--- src/design/wfc_pkg.sv ---
// ----------------------------------------------------------------------------
// WebSocket frame composer package
// Shared widths, register indexes, transfer types and a helper function.
// ----------------------------------------------------------------------------
package wfc_pkg;

  localparam int LEN_W       = 31;
  localparam int CFG_W       = 31;
  localparam int CFG_IDX_W   = 2;
  localparam int QUEUE_DEPTH = 4;
  localparam int POS_W       = 4;

  localparam logic [CFG_IDX_W-1:0] CFG_CLIENT_ROLE     = 2'd0;
  localparam logic [CFG_IDX_W-1:0] CFG_MAX_FRAME_BYTES = 2'd1;
  localparam logic [CFG_IDX_W-1:0] CFG_COMPRESSED_FLAG = 2'd2;

  localparam logic [LEN_W-1:0] MAX_FRAME_RESET = LEN_W'(65536);
  localparam logic [LEN_W-1:0] CONTROL_MAX     = LEN_W'(125);
  localparam logic [LEN_W-1:0] SHORT_LEN_MAX   = LEN_W'(125);
  localparam logic [LEN_W-1:0] MID_LEN_MAX     = LEN_W'(65535);

  localparam logic [6:0] LEN_MARK_16 = 7'd126;
  localparam logic [6:0] LEN_MARK_64 = 7'd127;

  localparam logic [7:0] FIN_BIT  = 8'h80;
  localparam logic [7:0] RSV1_BIT = 8'h40;

  localparam logic OP_START   = 1'b0;
  localparam logic OP_PAYLOAD = 1'b1;

  typedef struct packed {
    logic             op;
    logic [3:0]       opcode;
    logic [LEN_W-1:0] message_length;
    logic [31:0]      mask_key;
    logic [7:0]       payload_byte;
  } item_t;

  typedef struct packed {
    logic [7:0] out_byte;
    logic       frame_end;
    logic       message_end;
    logic       run_last;
    logic       length_error;
  } result_t;

  typedef struct packed {
    logic             has_header;
    logic [7:0]       first_byte;
    logic             mask_bit;
    logic [LEN_W-1:0] frame_len;
    logic [31:0]      key;
    logic             has_payload;
    logic [7:0]       data;
    logic             frame_end;
    logic             message_end;
    logic             error;
  } job_t;

  function automatic logic [7:0] key_byte(input logic [31:0] key, input logic [1:0] pos);
    logic [7:0] b;
    case (pos)
      2'd0: b = key[31:24];
      2'd1: b = key[23:16];
      2'd2: b = key[15:8];
      2'd3: b = key[7:0];
      default: b = 8'h00;
    endcase
    return b;
  endfunction

endpackage

--- src/design/wfc_front.sv ---
// ----------------------------------------------------------------------------
// WebSocket frame composer front end
// Holds the configuration and message state, accepts items and turns each
// into at most one job for the back end, with payload bytes already masked.
// ----------------------------------------------------------------------------
module wfc_front (
  input  logic                           clk,
  input  logic                           rst,
  input  logic                           cfg_write_enable,
  input  logic [wfc_pkg::CFG_IDX_W-1:0]  cfg_index,
  input  logic [wfc_pkg::CFG_W-1:0]      cfg_data,
  input  logic                           item_valid,
  input  wfc_pkg::item_t                 item,
  output logic                           item_stall,
  input  logic                           queue_full,
  output logic                           push,
  output wfc_pkg::job_t                  job
);

  localparam int LW = wfc_pkg::LEN_W;

  logic                client_role;
  logic [LW-1:0]       max_frame_bytes;
  logic                compressed_flag;

  logic [LW-1:0]       message_left, message_left_next;
  logic [LW-1:0]       frame_left, frame_left_next;
  logic [31:0]         frame_key, frame_key_next;
  logic [1:0]          key_position, key_position_next;
  logic                dropping, dropping_next;

  logic                accept;
  logic [LW-1:0]       limit;
  logic [LW-1:0]       start_flen;
  logic [LW-1:0]       cont_flen;
  logic [LW-1:0]       cur_left;
  logic [31:0]         cur_key;
  logic [1:0]          cur_pos;

  assign item_stall = queue_full;
  assign accept     = item_valid && !queue_full;
  assign limit      = (max_frame_bytes == '0) ? LW'(1) : max_frame_bytes;
  assign start_flen = (item.message_length > limit) ? limit : item.message_length;
  assign cont_flen  = (message_left > limit) ? limit : message_left;

  always_comb begin
    message_left_next = message_left;
    frame_left_next   = frame_left;
    frame_key_next    = frame_key;
    key_position_next = key_position;
    dropping_next     = dropping;
    push              = 1'b0;
    job               = '0;
    cur_left          = frame_left;
    cur_key           = frame_key;
    cur_pos           = key_position;
    if (accept) begin
      if (item.op == wfc_pkg::OP_START) begin
        dropping_next     = 1'b0;
        key_position_next = 2'd0;
        message_left_next = item.message_length;
        push              = 1'b1;
        if (item.opcode[3] && (item.message_length > wfc_pkg::CONTROL_MAX)) begin
          dropping_next   = 1'b1;
          frame_left_next = '0;
          job.error       = 1'b1;
        end else begin
          job.has_header = 1'b1;
          job.mask_bit   = client_role;
          job.key        = item.mask_key;
          frame_key_next = client_role ? item.mask_key : 32'h0;
          if (item.opcode[3]) begin
            job.frame_len  = item.message_length;
            job.first_byte = wfc_pkg::FIN_BIT | {4'h0, item.opcode};
          end else begin
            job.frame_len  = start_flen;
            job.first_byte = {4'h0, item.opcode}
                           | ((start_flen == item.message_length) ? wfc_pkg::FIN_BIT : 8'h00)
                           | ((client_role && compressed_flag) ? wfc_pkg::RSV1_BIT : 8'h00);
          end
          frame_left_next = job.frame_len;
          job.frame_end   = (job.frame_len == '0);
          job.message_end = (job.frame_len == '0);
        end
      end else if (message_left != '0) begin
        message_left_next = message_left - LW'(1);
        if (dropping) begin
          if (message_left == LW'(1)) begin
            dropping_next = 1'b0;
          end
        end else begin
          if (frame_left == '0) begin
            job.has_header = 1'b1;
            job.mask_bit   = client_role;
            job.key        = item.mask_key;
            job.frame_len  = cont_flen;
            job.first_byte = (cont_flen == message_left) ? wfc_pkg::FIN_BIT : 8'h00;
            cur_left       = cont_flen;
            cur_key        = client_role ? item.mask_key : 32'h0;
            cur_pos        = 2'd0;
          end
          push              = 1'b1;
          job.has_payload   = 1'b1;
          job.data          = item.payload_byte ^ wfc_pkg::key_byte(cur_key, cur_pos);
          job.frame_end     = (cur_left == LW'(1));
          job.message_end   = (message_left == LW'(1));
          frame_key_next    = cur_key;
          key_position_next = cur_pos + 2'd1;
          frame_left_next   = cur_left - LW'(1);
        end
      end
    end
  end

  always_ff @(posedge clk) begin
    if (rst) begin
      client_role     <= 1'b0;
      max_frame_bytes <= wfc_pkg::MAX_FRAME_RESET;
      compressed_flag <= 1'b0;
      message_left    <= '0;
      frame_left      <= '0;
      frame_key       <= '0;
      key_position    <= '0;
      dropping        <= 1'b0;
    end else begin
      message_left <= message_left_next;
      frame_left   <= frame_left_next;
      frame_key    <= frame_key_next;
      key_position <= key_position_next;
      dropping     <= dropping_next;
      if (cfg_write_enable) begin
        case (cfg_index)
          wfc_pkg::CFG_CLIENT_ROLE:     client_role     <= cfg_data[0];
          wfc_pkg::CFG_MAX_FRAME_BYTES: max_frame_bytes <= LW'(cfg_data);
          wfc_pkg::CFG_COMPRESSED_FLAG: compressed_flag <= cfg_data[0];
          default: ;
        endcase
      end
    end
  end

endmodule

--- src/design/wfc_queue.sv ---
// ----------------------------------------------------------------------------
// WebSocket frame composer job queue
// A short first-in first-out queue of jobs between the front and back ends.
// ----------------------------------------------------------------------------
module wfc_queue #(
  parameter int DEPTH = wfc_pkg::QUEUE_DEPTH
) (
  input  logic          clk,
  input  logic          rst,
  input  logic          push,
  input  wfc_pkg::job_t push_job,
  input  logic          pop,
  output wfc_pkg::job_t head_job,
  output logic          full,
  output logic          empty
);

  localparam int PTR_W = (DEPTH > 1) ? $clog2(DEPTH) : 1;
  localparam int CNT_W = $clog2(DEPTH + 1);

  wfc_pkg::job_t    entries [DEPTH];
  logic [PTR_W-1:0] wr_ptr;
  logic [PTR_W-1:0] rd_ptr;
  logic [CNT_W-1:0] count;

  assign full     = (count == CNT_W'(DEPTH));
  assign empty    = (count == '0);
  assign head_job = entries[rd_ptr];

  always_ff @(posedge clk) begin
    if (push) begin
      entries[wr_ptr] <= push_job;
    end
  end

  always_ff @(posedge clk) begin
    if (rst) begin
      wr_ptr <= '0;
      rd_ptr <= '0;
      count  <= '0;
    end else begin
      if (push) begin
        wr_ptr <= (wr_ptr == PTR_W'(DEPTH - 1)) ? '0 : wr_ptr + PTR_W'(1);
      end
      if (pop) begin
        rd_ptr <= (rd_ptr == PTR_W'(DEPTH - 1)) ? '0 : rd_ptr + PTR_W'(1);
      end
      if (push && !pop) begin
        count <= count + CNT_W'(1);
      end else if (pop && !push) begin
        count <= count - CNT_W'(1);
      end
    end
  end

endmodule

--- src/design/wfc_back.sv ---
// ----------------------------------------------------------------------------
// WebSocket frame composer back end
// Serializes each job (an error job into one zero byte) into header bytes and
// payload byte, one per cycle unless stalled, via a registered output stage.
// ----------------------------------------------------------------------------
module wfc_back (
  input  logic             clk,
  input  logic             rst,
  input  wfc_pkg::job_t    head_job,
  input  logic             queue_empty,
  output logic             pop,
  output logic             result_valid,
  input  logic             result_stall,
  output wfc_pkg::result_t result
);

  localparam int PW = wfc_pkg::POS_W;

  logic [PW-1:0] position;
  logic          short_len;
  logic          mid_len;
  logic [PW-1:0] ext_n;
  logic [PW-1:0] key_n;
  logic [PW-1:0] hdr_n;
  logic [PW-1:0] total;
  logic [PW-1:0] ext_pos;
  logic [2:0]    ext_sel;
  logic [1:0]    key_pos;
  logic [63:0]   len64;
  logic [7:0]    next_byte;
  logic          last;
  logic          load;

  assign short_len = (head_job.frame_len <= wfc_pkg::SHORT_LEN_MAX);
  assign mid_len   = (head_job.frame_len <= wfc_pkg::MID_LEN_MAX);
  assign ext_n     = short_len ? PW'(0) : (mid_len ? PW'(2) : PW'(8));
  assign key_n     = head_job.mask_bit ? PW'(4) : PW'(0);
  assign hdr_n     = head_job.has_header ? (PW'(2) + ext_n + key_n) : PW'(0);
  assign total     = head_job.error ? PW'(1) : (hdr_n + PW'(head_job.has_payload));
  assign last      = (position == total - PW'(1));
  assign len64     = 64'(head_job.frame_len);
  assign ext_pos   = position - PW'(2);
  assign ext_sel   = 3'(ext_n - PW'(1) - ext_pos);
  assign key_pos   = 2'(position - PW'(2) - ext_n);

  always_comb begin
    next_byte = head_job.data;
    if (head_job.error) begin
      next_byte = 8'h00;
    end else if (position < hdr_n) begin
      if (position == PW'(0)) begin
        next_byte = head_job.first_byte;
      end else if (position == PW'(1)) begin
        next_byte = {head_job.mask_bit,
                     short_len ? head_job.frame_len[6:0]
                               : (mid_len ? wfc_pkg::LEN_MARK_16 : wfc_pkg::LEN_MARK_64)};
      end else if (position < PW'(2) + ext_n) begin
        next_byte = 8'(len64 >> {ext_sel, 3'b000});
      end else begin
        next_byte = wfc_pkg::key_byte(head_job.key, key_pos);
      end
    end
  end

  assign load = !queue_empty && (!result_valid || !result_stall);
  assign pop  = load && last;

  always_ff @(posedge clk) begin
    if (load) begin
      result.out_byte     <= next_byte;
      result.frame_end    <= last && head_job.frame_end;
      result.message_end  <= last && head_job.message_end;
      result.run_last     <= last;
      result.length_error <= head_job.error;
    end
  end

  always_ff @(posedge clk) begin
    if (rst) begin
      result_valid <= 1'b0;
      position     <= '0;
    end else begin
      if (load) begin
        result_valid <= 1'b1;
        position     <= last ? '0 : position + PW'(1);
      end else if (!result_stall) begin
        result_valid <= 1'b0;
      end
    end
  end

endmodule

--- src/design/websocket_frame_composer.sv ---
// ----------------------------------------------------------------------------
// WebSocket frame composer
// Cuts messages into WebSocket frames and emits the framed byte stream.
// ----------------------------------------------------------------------------
// Inside a frame a message body streams at one byte per cycle unless the
// output stalls. An item that opens a frame occupies the one-byte output port
// for all of its result bytes: 2 to 14 header bytes, plus its payload byte if
// it carries one. The input side keeps taking items into a job queue of
// QUEUE_DEPTH entries while headers drain, and stalls only when that queue is
// full. Configuration must be written through cfg_write_enable, cfg_index and
// cfg_data while no transfer is in flight; the block does not enforce this.
module websocket_frame_composer #(
  parameter int QUEUE_DEPTH = wfc_pkg::QUEUE_DEPTH
) (
  input  logic                          clk,
  input  logic                          rst,
  input  logic                          cfg_write_enable,
  input  logic [wfc_pkg::CFG_IDX_W-1:0] cfg_index,
  input  logic [wfc_pkg::CFG_W-1:0]     cfg_data,
  input  logic                          item_valid,
  output logic                          item_stall,
  input  wfc_pkg::item_t                item,
  output logic                          result_valid,
  input  logic                          result_stall,
  output wfc_pkg::result_t              result
);

  wfc_pkg::job_t push_job;
  wfc_pkg::job_t head_job;
  logic          push;
  logic          pop;
  logic          full;
  logic          empty;

  wfc_front u_front (
    .clk              (clk),
    .rst              (rst),
    .cfg_write_enable (cfg_write_enable),
    .cfg_index        (cfg_index),
    .cfg_data         (cfg_data),
    .item_valid       (item_valid),
    .item             (item),
    .item_stall       (item_stall),
    .queue_full       (full),
    .push             (push),
    .job              (push_job)
  );

  wfc_queue #(
    .DEPTH (QUEUE_DEPTH)
  ) u_queue (
    .clk      (clk),
    .rst      (rst),
    .push     (push),
    .push_job (push_job),
    .pop      (pop),
    .head_job (head_job),
    .full     (full),
    .empty    (empty)
  );

  wfc_back u_back (
    .clk          (clk),
    .rst          (rst),
    .head_job     (head_job),
    .queue_empty  (empty),
    .pop          (pop),
    .result_valid (result_valid),
    .result_stall (result_stall),
    .result       (result)
  );

endmodule

--- config.mk ---
export PLATFORM = sky130hd
export DESIGN_NAME = websocket_frame_composer
export DESIGN_NICKNAME = d
export VERILOG_FILES = /design/src/design/wfc_pkg.sv /design/src/design/wfc_front.sv /design/src/design/wfc_queue.sv /design/src/design/wfc_back.sv /design/src/design/websocket_frame_composer.sv
export SDC_FILE = /design/constraint.sdc
export NUM_CORES = 1
export LEC_CHECK = 0
export ABC_AREA = 1
export BUFFER_PORTS_ARGS = -buffer_cell sky130_fd_sc_hd__buf_2
export CAP_MARGIN = 25
export CORE_ASPECT_RATIO = 0.8
export CORE_MARGIN = 2
export CORE_UTILIZATION = 40
export DETAILED_ROUTE_END_ITERATION = 8
export GPL_TIMING_DRIVEN = 1
export PLACE_DENSITY = 0.53
export SLEW_MARGIN = 20
export SYNTH_ARGS = -nofsm -noshare
export SYNTH_HDL_FRONTEND = slang
export SYNTH_SLANG_ARGS = --single-unit
export TNS_END_PERCENT = 1
--- constraint.sdc ---
create_clock -name clk -period 7.65 [get_ports clk]
set_input_delay 1.53 -clock clk [delete_from_list [all_inputs] [get_ports clk]]
set_output_delay 1.53 -clock clk [all_outputs]
set_load 0.02 [all_outputs]
==> metrics.yaml, run 1 <==
ys_types: 48
p_per_area_nw_per_um2: 315
start_util_pct: 40.3
ys_seq_area_share_pct: 47.8
hold_viol_final: 0
drt_iter0_drc: 3009
slew_viol_final: 0
synth_nets: 3711
wl_per_cell_microns: 23.1
ant_nets: 0
slowest_stage: "o21ai_0"
ys_ff_latch: 488
first_global_vias: 23900
row_count: 86
grt_usage_pct: 28.6
yosys.area.top_type: "edfxtp_1"
critPathKind: "reg2reg"
clkSlewWorstSetupHoldPaths_ns: 0.07
grt_first_pass_wirelength_microns: 155000
place.gp.congestion: 0.959
cts_root_buf: "clkbuf_16"
synth_top_area_share_pct: 37.3
dr_total_vias: 25900
cts_hold_buf: 0
relSlewSlack_pct: 26.8
drv_cap: 0
antenna_found_initial: 1
yosys_warnings: 0
power_leakage_nw: 12.8
cts.sinks: 488
hold_path_class: "reg2reg"
drtPass1Iterations: 6
overflow: 0
crit_path_frequent_cell: "nor2_1"
worstMarginPinSlew_ns: 1.10
critical-path-top-delay-family: "simple AND/OR/NAND/NOR gates"
finalClockSkew_ns: 0.0136
routed_wl_microns: 104000
synth_area_leaders: "edfxtp_1 (37%), nand2_1 (11%), dfxtp_1 (10%)"
nets: 3756
rsz0062_at_grt: "no"
netlist_area_sq_um: 27700
cts_tree: "yes"
drive_gt1_share_pct: 9.84
final.min_clock_period_ns: 5.80
area_growth_pct: 11.9
cp_cell_sequence: "inv_1 -> nand3_1 -> nor2_1 -> nand2_1 -> o21ai_0 -> ha_1 -> nand3_1 -> nor4_1 -> nand4_1 -> buf_4 -> nand2_1 -> buf_4 -> inv_1 -> nand3_1 -> o21ai_0 -> nor2_1 -> nand2_1 -> nor2_1 -> nand2_1 -> nor2_1 -> nor2_1 -> nor2_1"
cts_buffers: 54
fmax_mhz: 172
dp_cells: 4420
io_buffers: 127
setup_viol: 0
ir_drop_mv: 0.220
avgSynthCellArea_sq_um: 7.89
core_sq_um: 68700
synth_cells: 3508
die_w_microns: 298
utilization_pct: 45.1
insertion_delay_ns: 0.62
avgViaCountPerCell: 5.72
cp_num_buf_inv: 4
setup_tns_ns: 0
clk_path_buf_depth: 3
fin_cells: 4521
cp.required_ns: 8.06
critPathMaxFanout: 32
crit_path_start_kind: "flop"
dpl.hpwl_microns: 75200
ios: 128
period_share_pct: 75.8
cp-end-kind: "flop"
critPathArrivalTime_ns: 6.21
cts_resized: 0
fp.dieH_microns: 239
die-area_sq_um: 71300
status: "finished, final reports clean"
h-tree-depth: 2
post-route-drc-count: 0
grt_max_degree: 84
antenna_cells: 0
cpPeakStageDelay_ns: 0.56
postCtsSetupRepairBufs: 0
[kinds of logic after synthesis]
group,count (synthesis),share of synthesized area [%]
buf+inv,485,7.01
xor+xnor,18,0.570
simple gates,1676,25.7
compound gates,752,14.9
flops,488,47.8
fa+ha+maj,89,4.05
[path summary, 6_finish.rpt]
| check | start | endpoint | slack (ns) | cells after the start |
|---|---|---|---|---|
| min | u_front.key_position[1]$_SDFFE_PP0P_ | u_front.key_position[1]$_SDFFE_PP0P_ | 0.47 | 2 |
| min reg2reg | u_front.key_position[1]$_SDFFE_PP0P_ | u_front.key_position[1]$_SDFFE_PP0P_ | 0.47 | 2 |
| max | u_front.max_frame_bytes[29]$_SDFFE_PP0P_ | u_queue.entries[1][83]$_DFFE_PP_ | 1.85 | 22 |
| max reg2reg | u_front.max_frame_bytes[29]$_SDFFE_PP0P_ | u_queue.entries[1][83]$_DFFE_PP_ | 1.85 | 22 |
[layer usage]
layer  wire length [microns]  track usage [%]
met4                    1590             5.04
met1                   50700             45.9
met3                    9680             4.76
met2                   42300             40.1
met5                       0                0
[area by class of cell]
type	count	area, sq um
Fill cell	6918	37700
Sequential cell	488	13200
Multi-Input combinational cell	2535	12600
Clock buffer	63	1440
Tap cell	924	1160
Inverter	301	1130
Timing Repair Buffer	173	1070
Clock inverter	37	390
[through the flow]
stage / cell area (sq um) / setup WS [ns] / power [W] / hold slack [ns]
after global placement: 29100 / 2.02 / 0.00697 / 0.441
final: 31000 / 1.85 / 0.00975 / 0.468
after detailed placement: 29100 / 2.01 / 0.00701 / 0.458
after floorplan: 27700 / 1.03 / 0.00573 / 0.430
after global routing: 31000 / 1.67 / 0.0103 / 0.492
after CTS: 31000 / 2.24 / 0.00971 / 0.467
[Yosys cell counts, drive strengths merged]
cell / instances
clkbuf: 122
nor2: 397
o21ai: 384
nor4: 22
o21a: 2
o22a: 6
a21o: 2
nand4: 28
xnor2: 2
o31ai: 4
nand3: 339
xor2: 16
edfxtp: 344
dfxtp: 144
o211ai: 16
or2: 35
and2: 4
o21bai: 3
o22ai: 52
a31oi: 43
inv: 299
o221ai: 11
a22o: 3
a211oi: 10
clkinv: 2
ha: 88
nor3: 23
nand2: 824
a21oi: 204
a221oi: 8
fa: 1
buf: 62
nand3b: 4
a32o: 3
a32oi: 1
[report_power, final]
group,total (W),internal (W),switching (W)
Sequential,0.00343,0.00322,0.000212
Clock,0.00270,0.00153,0.00118
Combinational,0.00362,0.000973,0.00264
[worst register-to-register path, stage by stage (launching register included)]
cell and delay [ns]:
dfxtp_1 0.33, inv_1 0.27, nand3_1 0.13, nor2_1 0.25, nand2_1 0.21, o21ai_0 0.56
ha_1 0.23, nand3_1 0.08, nor4_1 0.51, nand4_1 0.17, buf_4 0.30, nand2_1 0.25
buf_4 0.34, inv_1 0.55, nand3_1 0.25, o21ai_0 0.13, nor2_1 0.17, nand2_1 0.08
nor2_1 0.20, nand2_1 0.08, nor2_1 0.16, nor2_1 0.06, nor2_1 0.27
[sequential cells by signal, indices dropped and copies added (netlist names), 2 cells and up, named ones only]
name	cells
u_queue.wr_ptr	2
u_front.frame_key	32
u_queue.count	3
u_back.position	4
u_front.key_position	2
u_front.max_frame_bytes	31
u_queue.entries	332
u_front.message_left	31
u_front.frame_left	31
u_queue.rd_ptr	2
u_back.result	12
[cell usage in the layout, fill, tap and decap left out, types with 6 or more instances in the layout]
master and instances:
a211oi_1 10, a21oi_1 203, a221oi_1 8, a31oi_1 42, buf_2 127, buf_4 39
clkbuf_16 55, clkinv_1 8, clkinv_2 8, clkinvlp_4 10, dfxtp_1 142, edfxtp_1 344
ha_1 88, inv_1 282, inv_2 16, nand2_1 817, nand3_1 335, nand4_1 28
nor2_1 376, nor2_2 10, nor2_4 11, nor3_1 22, nor4_1 21, o211ai_1 16
o21ai_0 384, o221ai_1 11, o22a_1 6, o22ai_1 52, or2_2 35, xor2_1 16
(Power assumes the default switching activity.)
==> run 2, diff against run 1 <==
--- a/config.mk
+++ b/config.mk
@@ -5,7 +5,7 @@
 export SDC_FILE = /design/constraint.sdc
 export NUM_CORES = 1
 export LEC_CHECK = 0
-export ABC_AREA = 1
+export ABC_AREA = 0
 export BUFFER_PORTS_ARGS = -buffer_cell sky130_fd_sc_hd__buf_2
 export CAP_MARGIN = 25
 export CORE_ASPECT_RATIO = 0.8
@@ -13,7 +13,7 @@
 export CORE_UTILIZATION = 40
 export DETAILED_ROUTE_END_ITERATION = 8
 export GPL_TIMING_DRIVEN = 1
-export PLACE_DENSITY = 0.53
+export PLACE_DENSITY = 0.55
 export SLEW_MARGIN = 20
 export SYNTH_ARGS = -nofsm -noshare
 export SYNTH_HDL_FRONTEND = slang
==> constraint.sdc (replaced) <==
create_clock -name clk -period 4.7 [get_ports clk]
set_input_delay 0.94 -clock clk [delete_from_list [all_inputs] [get_ports clk]]
set_output_delay 0.94 -clock clk [all_outputs]
set_load 0.02 [all_outputs]
==> run 2 against run 1 <==
Via count shrank 21%. Flip-flop and latch count is the same. Worst hold slack lost 0.012 ns. Largest power group is now sequential cells.
==> metrics.yaml, run 2 <==
cp.required_ns: 5.20  # -2.86 ns
synth.most_common_cell: "edfxtp_1"
die_w_microns: 287  # -3.6%
cts_root_buf: "clkbuf_16"
synth_area_leaders: "edfxtp_1 (40%), dfxtp_1 (11%), mux4_2 (8.6%)"
synth_nets: 2524  # -32%
yosys_warnings: 0  # unchanged
row_count: 83  # -3.5%
synth_edf_count: 344  # unchanged
met1_usage_pct: 41.8  # -4.1 points
ys_seq_area_share_pct: 51.4  # +3.6 points
dpl.hpwl_microns: 65000  # -14%
final.min_clock_period_ns: 4.57  # -1.22 ns
setup_viol: 0  # unchanged
synth_ff_type: "edfxtp_1"
design_area_sq_um: 30600  # -1.3%
drtPass1Iterations: 6  # unchanged
overflow: 0  # unchanged
post-route-drc-count: 0  # unchanged
netlist_area_sq_um: 25700  # -7.1%
hold_viol_final: 0  # unchanged
p_per_area_nw_per_um2: 499  # +58%
finalClockSkew_ns: 0.0381  # +0.0246 ns
relSlewSlack_pct: 30.9  # +4.1 points
h-tree-depth: 2  # unchanged
cts_hold_buf: 0  # unchanged
ys_types: 83  # +73%
whs_ns: 0.456  # -0.0119 ns
grt_max_degree: 70  # -17%
synth_top_area_share_pct: 40.2  # +2.8 points
critical-path-top-delay-family: "simple AND/OR/NAND/NOR gates"
largest_reg_flops: 332  # unchanged
cts_buffers: 53  # -1.9%
critPathKind: "reg2reg"
worstMarginPinSlew_ns: 1.04  # -0.0618 ns
die-area_sq_um: 66300  # -7.0%
cpPeakStageDelay_ns: 0.54  # -0.02 ns
wl_per_cell_microns: 25.8  # +12%
area_growth_pct: 18.9
ir_drop_mv: 0.350  # +59%
grt.busiest_layer: "met1"
reg_top3: "u_queue.entries: 332 flops, u_front.frame_key: 32 flops"
cts.sinks: 488  # unchanged
io_buffers: 127  # unchanged
top_register: "u_queue.entries"
start_util_pct: 40.2  # -0.046 points
dp_cells: 3338  # -24%
grt_first_pass_wirelength_microns: 130000  # -16%
dr_total_vias: 20500  # -21%
layout_commonest_cell: "edfxtp_1"
routed_wl_microns: 88800  # -15%
drv_cap: 0  # unchanged
grt_use_met2_pct: 34.8  # -5.3 points
fp.dieH_microns: 231  # -3.5%
ant_nets: 0  # unchanged
crit_path_start_kind: "flop"
ys_ff_latch: 488  # unchanged
dpl_cell_area_sq_um: 28500  # -2.2%
critPathArrivalTime_ns: 5.08  # -1.13 ns
avgSynthCellArea_sq_um: 11.1  # +40%
ios: 128  # unchanged
clk_path_buf_depth: 3  # unchanged
synth_cells: 2321  # -34%
fin_cells: 3442  # -24%
clkSlewWorstSetupHoldPaths_ns: 0.07  # about the same
cp_cell_sequence: "nor4_2 -> buf_4 -> nand4_1 -> o21bai_2 -> ha_1 -> nand3_1 -> nor4_4 -> nand3_1 -> o21a_1 -> buf_12 -> nor2_1 -> buf_6 -> mux2i_1 -> o21a_1 -> and4_1 -> and4_1 -> a211oi_1 -> o31a_1"
cp-end-kind: "flop"
final_cell_mix: "edfxtp_1 (344), nand2_1 (258), buf_4 (199)"
core_sq_um: 63900  # -7.0%
synthArstFlopShare_pct: 0  # unchanged
pre_cts_slack_ns: -0.0404  # -2.05 ns
place.gp.congestion: 1.01  # +5.0%
rsz0062_at_grt: "yes"
cts_tree: "yes"
insertion_delay_ns: 0.62  # about the same
slew_viol_final: 0  # unchanged
status: "finished, final reports clean"
hold_path_class: "reg2reg"
drt_iter0_drc: 2510  # -17%
timing.final.ws_setup_ns: 0.125  # -1.73 ns
nets: 2749  # -27%
cp_num_buf_inv: 3  # -1
period_share_pct: 97.3  # +22 points
slowest_stage: "nor4_4"
drive_gt1_share_pct: 23.2  # +13 points
grt_use_met3_pct: 8.12  # +3.4 points
fmax_mhz: 219  # +27%
grt_usage_pct: 26.5  # -2.2 points
yosys.area.top_type: "edfxtp_1"
power_leakage_nw: 11.1  # -13%
yosys-top-cells-count: "edfxtp_1 (344), nand2_1 (258), a21oi_1 (195)"
antenna_found_initial: 3  # +2
critPathMaxFanout: 24  # -25%
first_global_vias: 19300  # -20%
avgViaCountPerCell: 5.95  # +3.9%
run 2: cell count changes in the layout (fill, tap and decap cells not counted), sizes merged, moves of 169 or more:
cell and change:
buf +169, inv -236, nand2 -566, nand3 -249, nor2 -220, o21ai -329
run 2: per-layer routing:
metal | vias up | part of all wire, %
li1 | 9187 | -
met1 | 10200 | 47
met2 | 947 | 40
met3 | 100 | 11
met4 | 0 | 1.8
met5 | - | 0
run 2: cells by family after synthesis:
group | synth area share [%]
adders and majority gates | 4.36
AOI/OAI and AO/OA | 12.3
DFF | 51.4
buffers and inverters | 3.75
xor gates and xnor gates | 2.52
and+or+nand+nor | 15.2
muxes | 10.5
run 2: report_power, final:
part | leakage (nW) | internal (W) | total [W] | switching (W)
combinational | 5.81 | 0.00218 | 0.00534 | 0.00316
sequential | 4.44 | 0.00515 | 0.00539 | 0.000241
clock | 0.880 | 0.00264 | 0.00451 | 0.00187
run 2: stage by stage:
| step | util, % | power, W | setup TNS [ns] |
|---|---|---|---|
| floorplan | - | 0.00858 | 0 |
| global placement | 44.6 | 0.0105 | -0.00961 |
| detailed placement | 44.6 | 0.0106 | -0.0404 |
| CTS | 47.6 | 0.0151 | 0 |
| global route | 47.9 | 0.0159 | -1.08 |
| finish | 47.9 | 0.0152 | 0 |
run 2: layout make-up:
type	instances	area, sq um
tap	850	1060
timing repair buffer	342	2430
fill	5783	33300
clock buffer	58	1350
antenna	1	2.50
inverter	66	248
multi-input combinational	1595	11700
sequential	488	13200
clock inverter	42	533
run 2: path summary, 6_finish.rpt:
kind	startpoint	endpoint	slack [ns]	cells past startpoint
setup / recovery	u_front.max_frame_bytes[11]$_SDFFE_PP0P_	u_front.frame_left[26]$_SDFFE_PP0P_	0.13	18
hold / removal	u_front.frame_key[13]$_SDFFE_PP0P_	u_front.frame_key[13]$_SDFFE_PP0P_	0.46	2
setup reg to reg	u_front.max_frame_bytes[11]$_SDFFE_PP0P_	u_front.frame_left[26]$_SDFFE_PP0P_	0.13	18
hold reg to reg	u_front.frame_key[13]$_SDFFE_PP0P_	u_front.frame_key[13]$_SDFFE_PP0P_	0.46	2
run 2: tightest hold or removal path, delay by kind of cell (launching register included):
| family | cells | cell delay (ns) |
|---|---|---|
| DFF | 1 | 0.31 |
| and+or+nand+nor | 1 | 0.05 |
| AOI/OAI and AO/OA | 1 | 0.05 |
run 2: timing repair:
| action | in CTS | in global routing |
|---|---|---|
| setup buffers | 3 | 0 |
| pin swaps | 0 | 5 |
| gates resized for setup | 2 | 26 |
| setup endpoints to repair | 7 | 31 |
==> run 3, diff against run 2 <==
==> constraint.sdc (replaced) <==
create_clock -name clk -period 3.75 [get_ports clk]
set_input_delay 0.75 -clock clk [delete_from_list [all_inputs] [get_ports clk]]
set_output_delay 0.75 -clock clk [all_outputs]
set_load 0.02 [all_outputs]
==> run 3 against run 2 <==
The flow now finishes with violations (negative setup slack). Sequential power increased by 25%. Clock-buffer cell count up 2. Non-clock buffer count grew 263. First-iteration DRC count decreased by 1.0%. Worst hold slack worse by 0.12 ns. Global-route usage up 0.92 points. Die area unchanged. Design area grew 9.7%. Highest routed layer unchanged. Flip-flop and latch count unchanged. Combinational power is 48% higher.
==> metrics.yaml, run 3 (synthesis results as in run 2) <==
timing.final.ws_setup_ns: -0.750  # -0.875 ns
first_global_vias: 20700  # +7.4%
dp_cells: 3563  # +6.7%
wl_per_cell_microns: 25.0  # -3.3%
top_register: "u_queue.entries"
nets: 3012  # +9.6%
rrSetupSlack_ns: -0.75  # -0.88 ns
routed_wl_microns: 92500  # +4.1%
slew_viol_final: 0  # unchanged
io_buffers: 127  # unchanged
cp_num_buf_inv: 5  # +2
drv_cap: 0  # unchanged
ant_nets: 0  # unchanged
finalClockSkew_ns: 0.0279  # -0.0102 ns
crit_path_start_kind: "flop"
final.min_clock_period_ns: 4.50  # -0.0747 ns
holdPathStages: 2  # unchanged
dr_total_vias: 21700  # +6.1%
critPathMaxFanout: 7  # -71%
power_leakage_nw: 12.6  # +14%
core_sq_um: 63900  # unchanged
overflow: 0  # unchanged
dpl.hpwl_microns: 68800  # +5.8%
cp_cell_sequence: "nor4_1 -> nand4_1 -> o21bai_1 -> ha_1 -> nand3_2 -> nor4_4 -> nand3_1 -> o21a_1 -> buf_12 -> buf_8 -> o211ai_1 -> nand3_2 -> nor4_4 -> buf_4 -> nand4_4 -> buf_12 -> buf_4 -> or4_1 -> nand3_1 -> a311oi_1"
critical-path-top-delay-family: "simple AND/OR/NAND/NOR gates"
violations: "negative setup slack"
status: "finished, violations left"
insertion_delay_ns: 0.63  # about the same
drive_gt1_share_pct: 34.3  # +11 points
num-fill-cells: 5619  # -2.8%
critPathArrivalTime_ns: 4.97  # -0.11 ns
relSlewSlack_pct: 33.0  # +2.0 points
die-area_sq_um: 66300  # unchanged
worstHoldStart: "cfg_data[16]"
fin_cells: 3704  # +7.6%
cts_buffers: 53  # unchanged
critPathKind: "reg2reg"
h-tree-depth: 2  # unchanged
hold-path-endpoint: "u_front.max_frame_bytes[16]$_SDFFE_PP1P_"
drt_iter0_drc: 2485  # -1.0%
hold_path_class: "in2reg"
cts_root_buf: "clkbuf_16"
place.gp.congestion: 1.01  # +0.70%
largest_reg_flops: 332  # unchanged
fmax_mhz: 222  # +1.7%
p_per_area_nw_per_um2: 599  # +20%
cpPeakStageDelay_ns: 0.47  # -0.07 ns
fp.dieH_microns: 231  # unchanged
worstRegToRegCells: 20  # +2
slowest_stage: "nor4_1"
pre_cts_slack_ns: -1.26  # -1.22 ns
grt_max_degree: 75  # +7.1%
layout_commonest_cell: "buf_4"
grt_usage_pct: 27.4  # +0.92 points
cp.required_ns: 4.22  # -0.98 ns
start_util_pct: 40.2  # unchanged
ios: 128  # unchanged
drtPass1Iterations: 6  # unchanged
rsz0062_at_grt: "yes"
final_cell_mix: "buf_4 (413), edfxtp_1 (344), nand2_1 (257)"
period_share_pct: 120  # +23 points
avgViaCountPerCell: 5.86  # -1.4%
worstMarginPinSlew_ns: 1.01  # -0.0307 ns
setup_viol: 84  # +84
hold_viol_final: 0  # unchanged
cts_tree: "yes"
antenna_found_initial: 1  # -2
cts.sinks: 488  # unchanged
cts_hold_buf: 0  # unchanged
die_w_microns: 287  # unchanged
row_count: 83  # unchanged
post-route-drc-count: 0  # unchanged
cp-end-kind: "flop"
clkSlewWorstSetupHoldPaths_ns: 0.07  # about the same
ir_drop_mv: 0.514  # +47%
clk_path_buf_depth: 3  # unchanged
r2r-end: "u_front.frame_left[18]$_SDFFE_PP0P_"
r2r-start: "u_front.max_frame_bytes[13]$_SDFFE_PP0P_"
grt_first_pass_wirelength_microns: 135000  # +4.3%
reg_top3: "u_queue.entries: 332 flops, u_front.frame_key: 32 flops"
area_growth_pct: 30.4
## run 3: cell count changes in the layout (fill, tap and decap cells not counted), sizes merged
| cell | before | now |
|---|---|---|
| clkinv | 21 | 26 |
| inv | 67 | 69 |
| diode | 1 | 2 |
| bufinv | 10 | 4 |
| clkbuf | 58 | 61 |
| buf | 342 | 604 |
| clkinvlp | 10 | 5 |
## run 3: worst max-delay path by stage
stage	from	endpoint	cells past startpoint
4_1_cts	flop	u_queue.count[2]$_SDFFE_PP0P_	23
6_report	u_front.max_frame_bytes[13]$_SDFFE_PP0P_	u_front.frame_left[18]$_SDFFE_PP0P_	20
3_5_place_dp	u_front.max_frame_bytes[26]$_SDFFE_PP0P_	u_queue.entries[2][2]$_DFFE_PP_	18
2_1_floorplan	flop	u_queue.count[2]$_SDFFE_PP0P_	22
5_1_grt	flop	u_queue.count[2]$_SDFFE_PP0P_	24
3_3_place_gp	u_front.max_frame_bytes[26]$_SDFFE_PP0P_	u_queue.entries[2][2]$_DFFE_PP_	18
## run 3: final cells by class
type	count	area [sq um]	share of cell area (%)
Sequential cell	488	13200	39.5
Inverter	66	250	0.746
Clock inverter	38	353	1.05
Multi-Input combinational cell	1595	12300	36.8
Clock buffer	60	1450	4.32
Tap cell	850	1060	3.17
Timing Repair Buffer	605	4840	14.4
Antenna cell	2	5.00	0.0149
## run 3: where the power goes
| group | leakage (nW) | internal (W) | total [W] | switching [W] |
|---|---|---|---|---|
| logic | 7.33 | 0.00359 | 0.00789 | 0.00430 |
| registers | 4.44 | 0.00645 | 0.00674 | 0.000292 |
| clock network | 0.885 | 0.00308 | 0.00544 | 0.00236 |
| total | 12.6 | 0.0131 | 0.0201 | 0.00695 |
## run 3: what timing repair did
action                     4_1_cts  5_1_grt
buffers inserted                24       17
gates cloned                     0        1
setup endpoints to repair      217      345
gates resized for setup        102       90
pin swaps                       55       42
## run 3: routing by layer
metal	track usage (%)	share of wire, %
met1	42.8	46
met2	38.0	41
met3	7.25	11
met4	4.95	1.6
met5	0	0
## run 3: stage by stage
step	total power [W]	instance area (sq um)	setup TNS (ns)	utilization, %	hold WS [ns]
global placement	0.0138	30500	-109.99	47.8	0.440
detailed placement	0.0139	30600	-115.59	47.8	0.444
finish	0.0201	33500	-26.83	52.5	0.337
CTS	0.0197	33000	-21.58	51.7	0.319
floorplan	0.0108	25800	-129.78	-	0.432
global route	0.0209	33500	-38.66	52.5	0.331
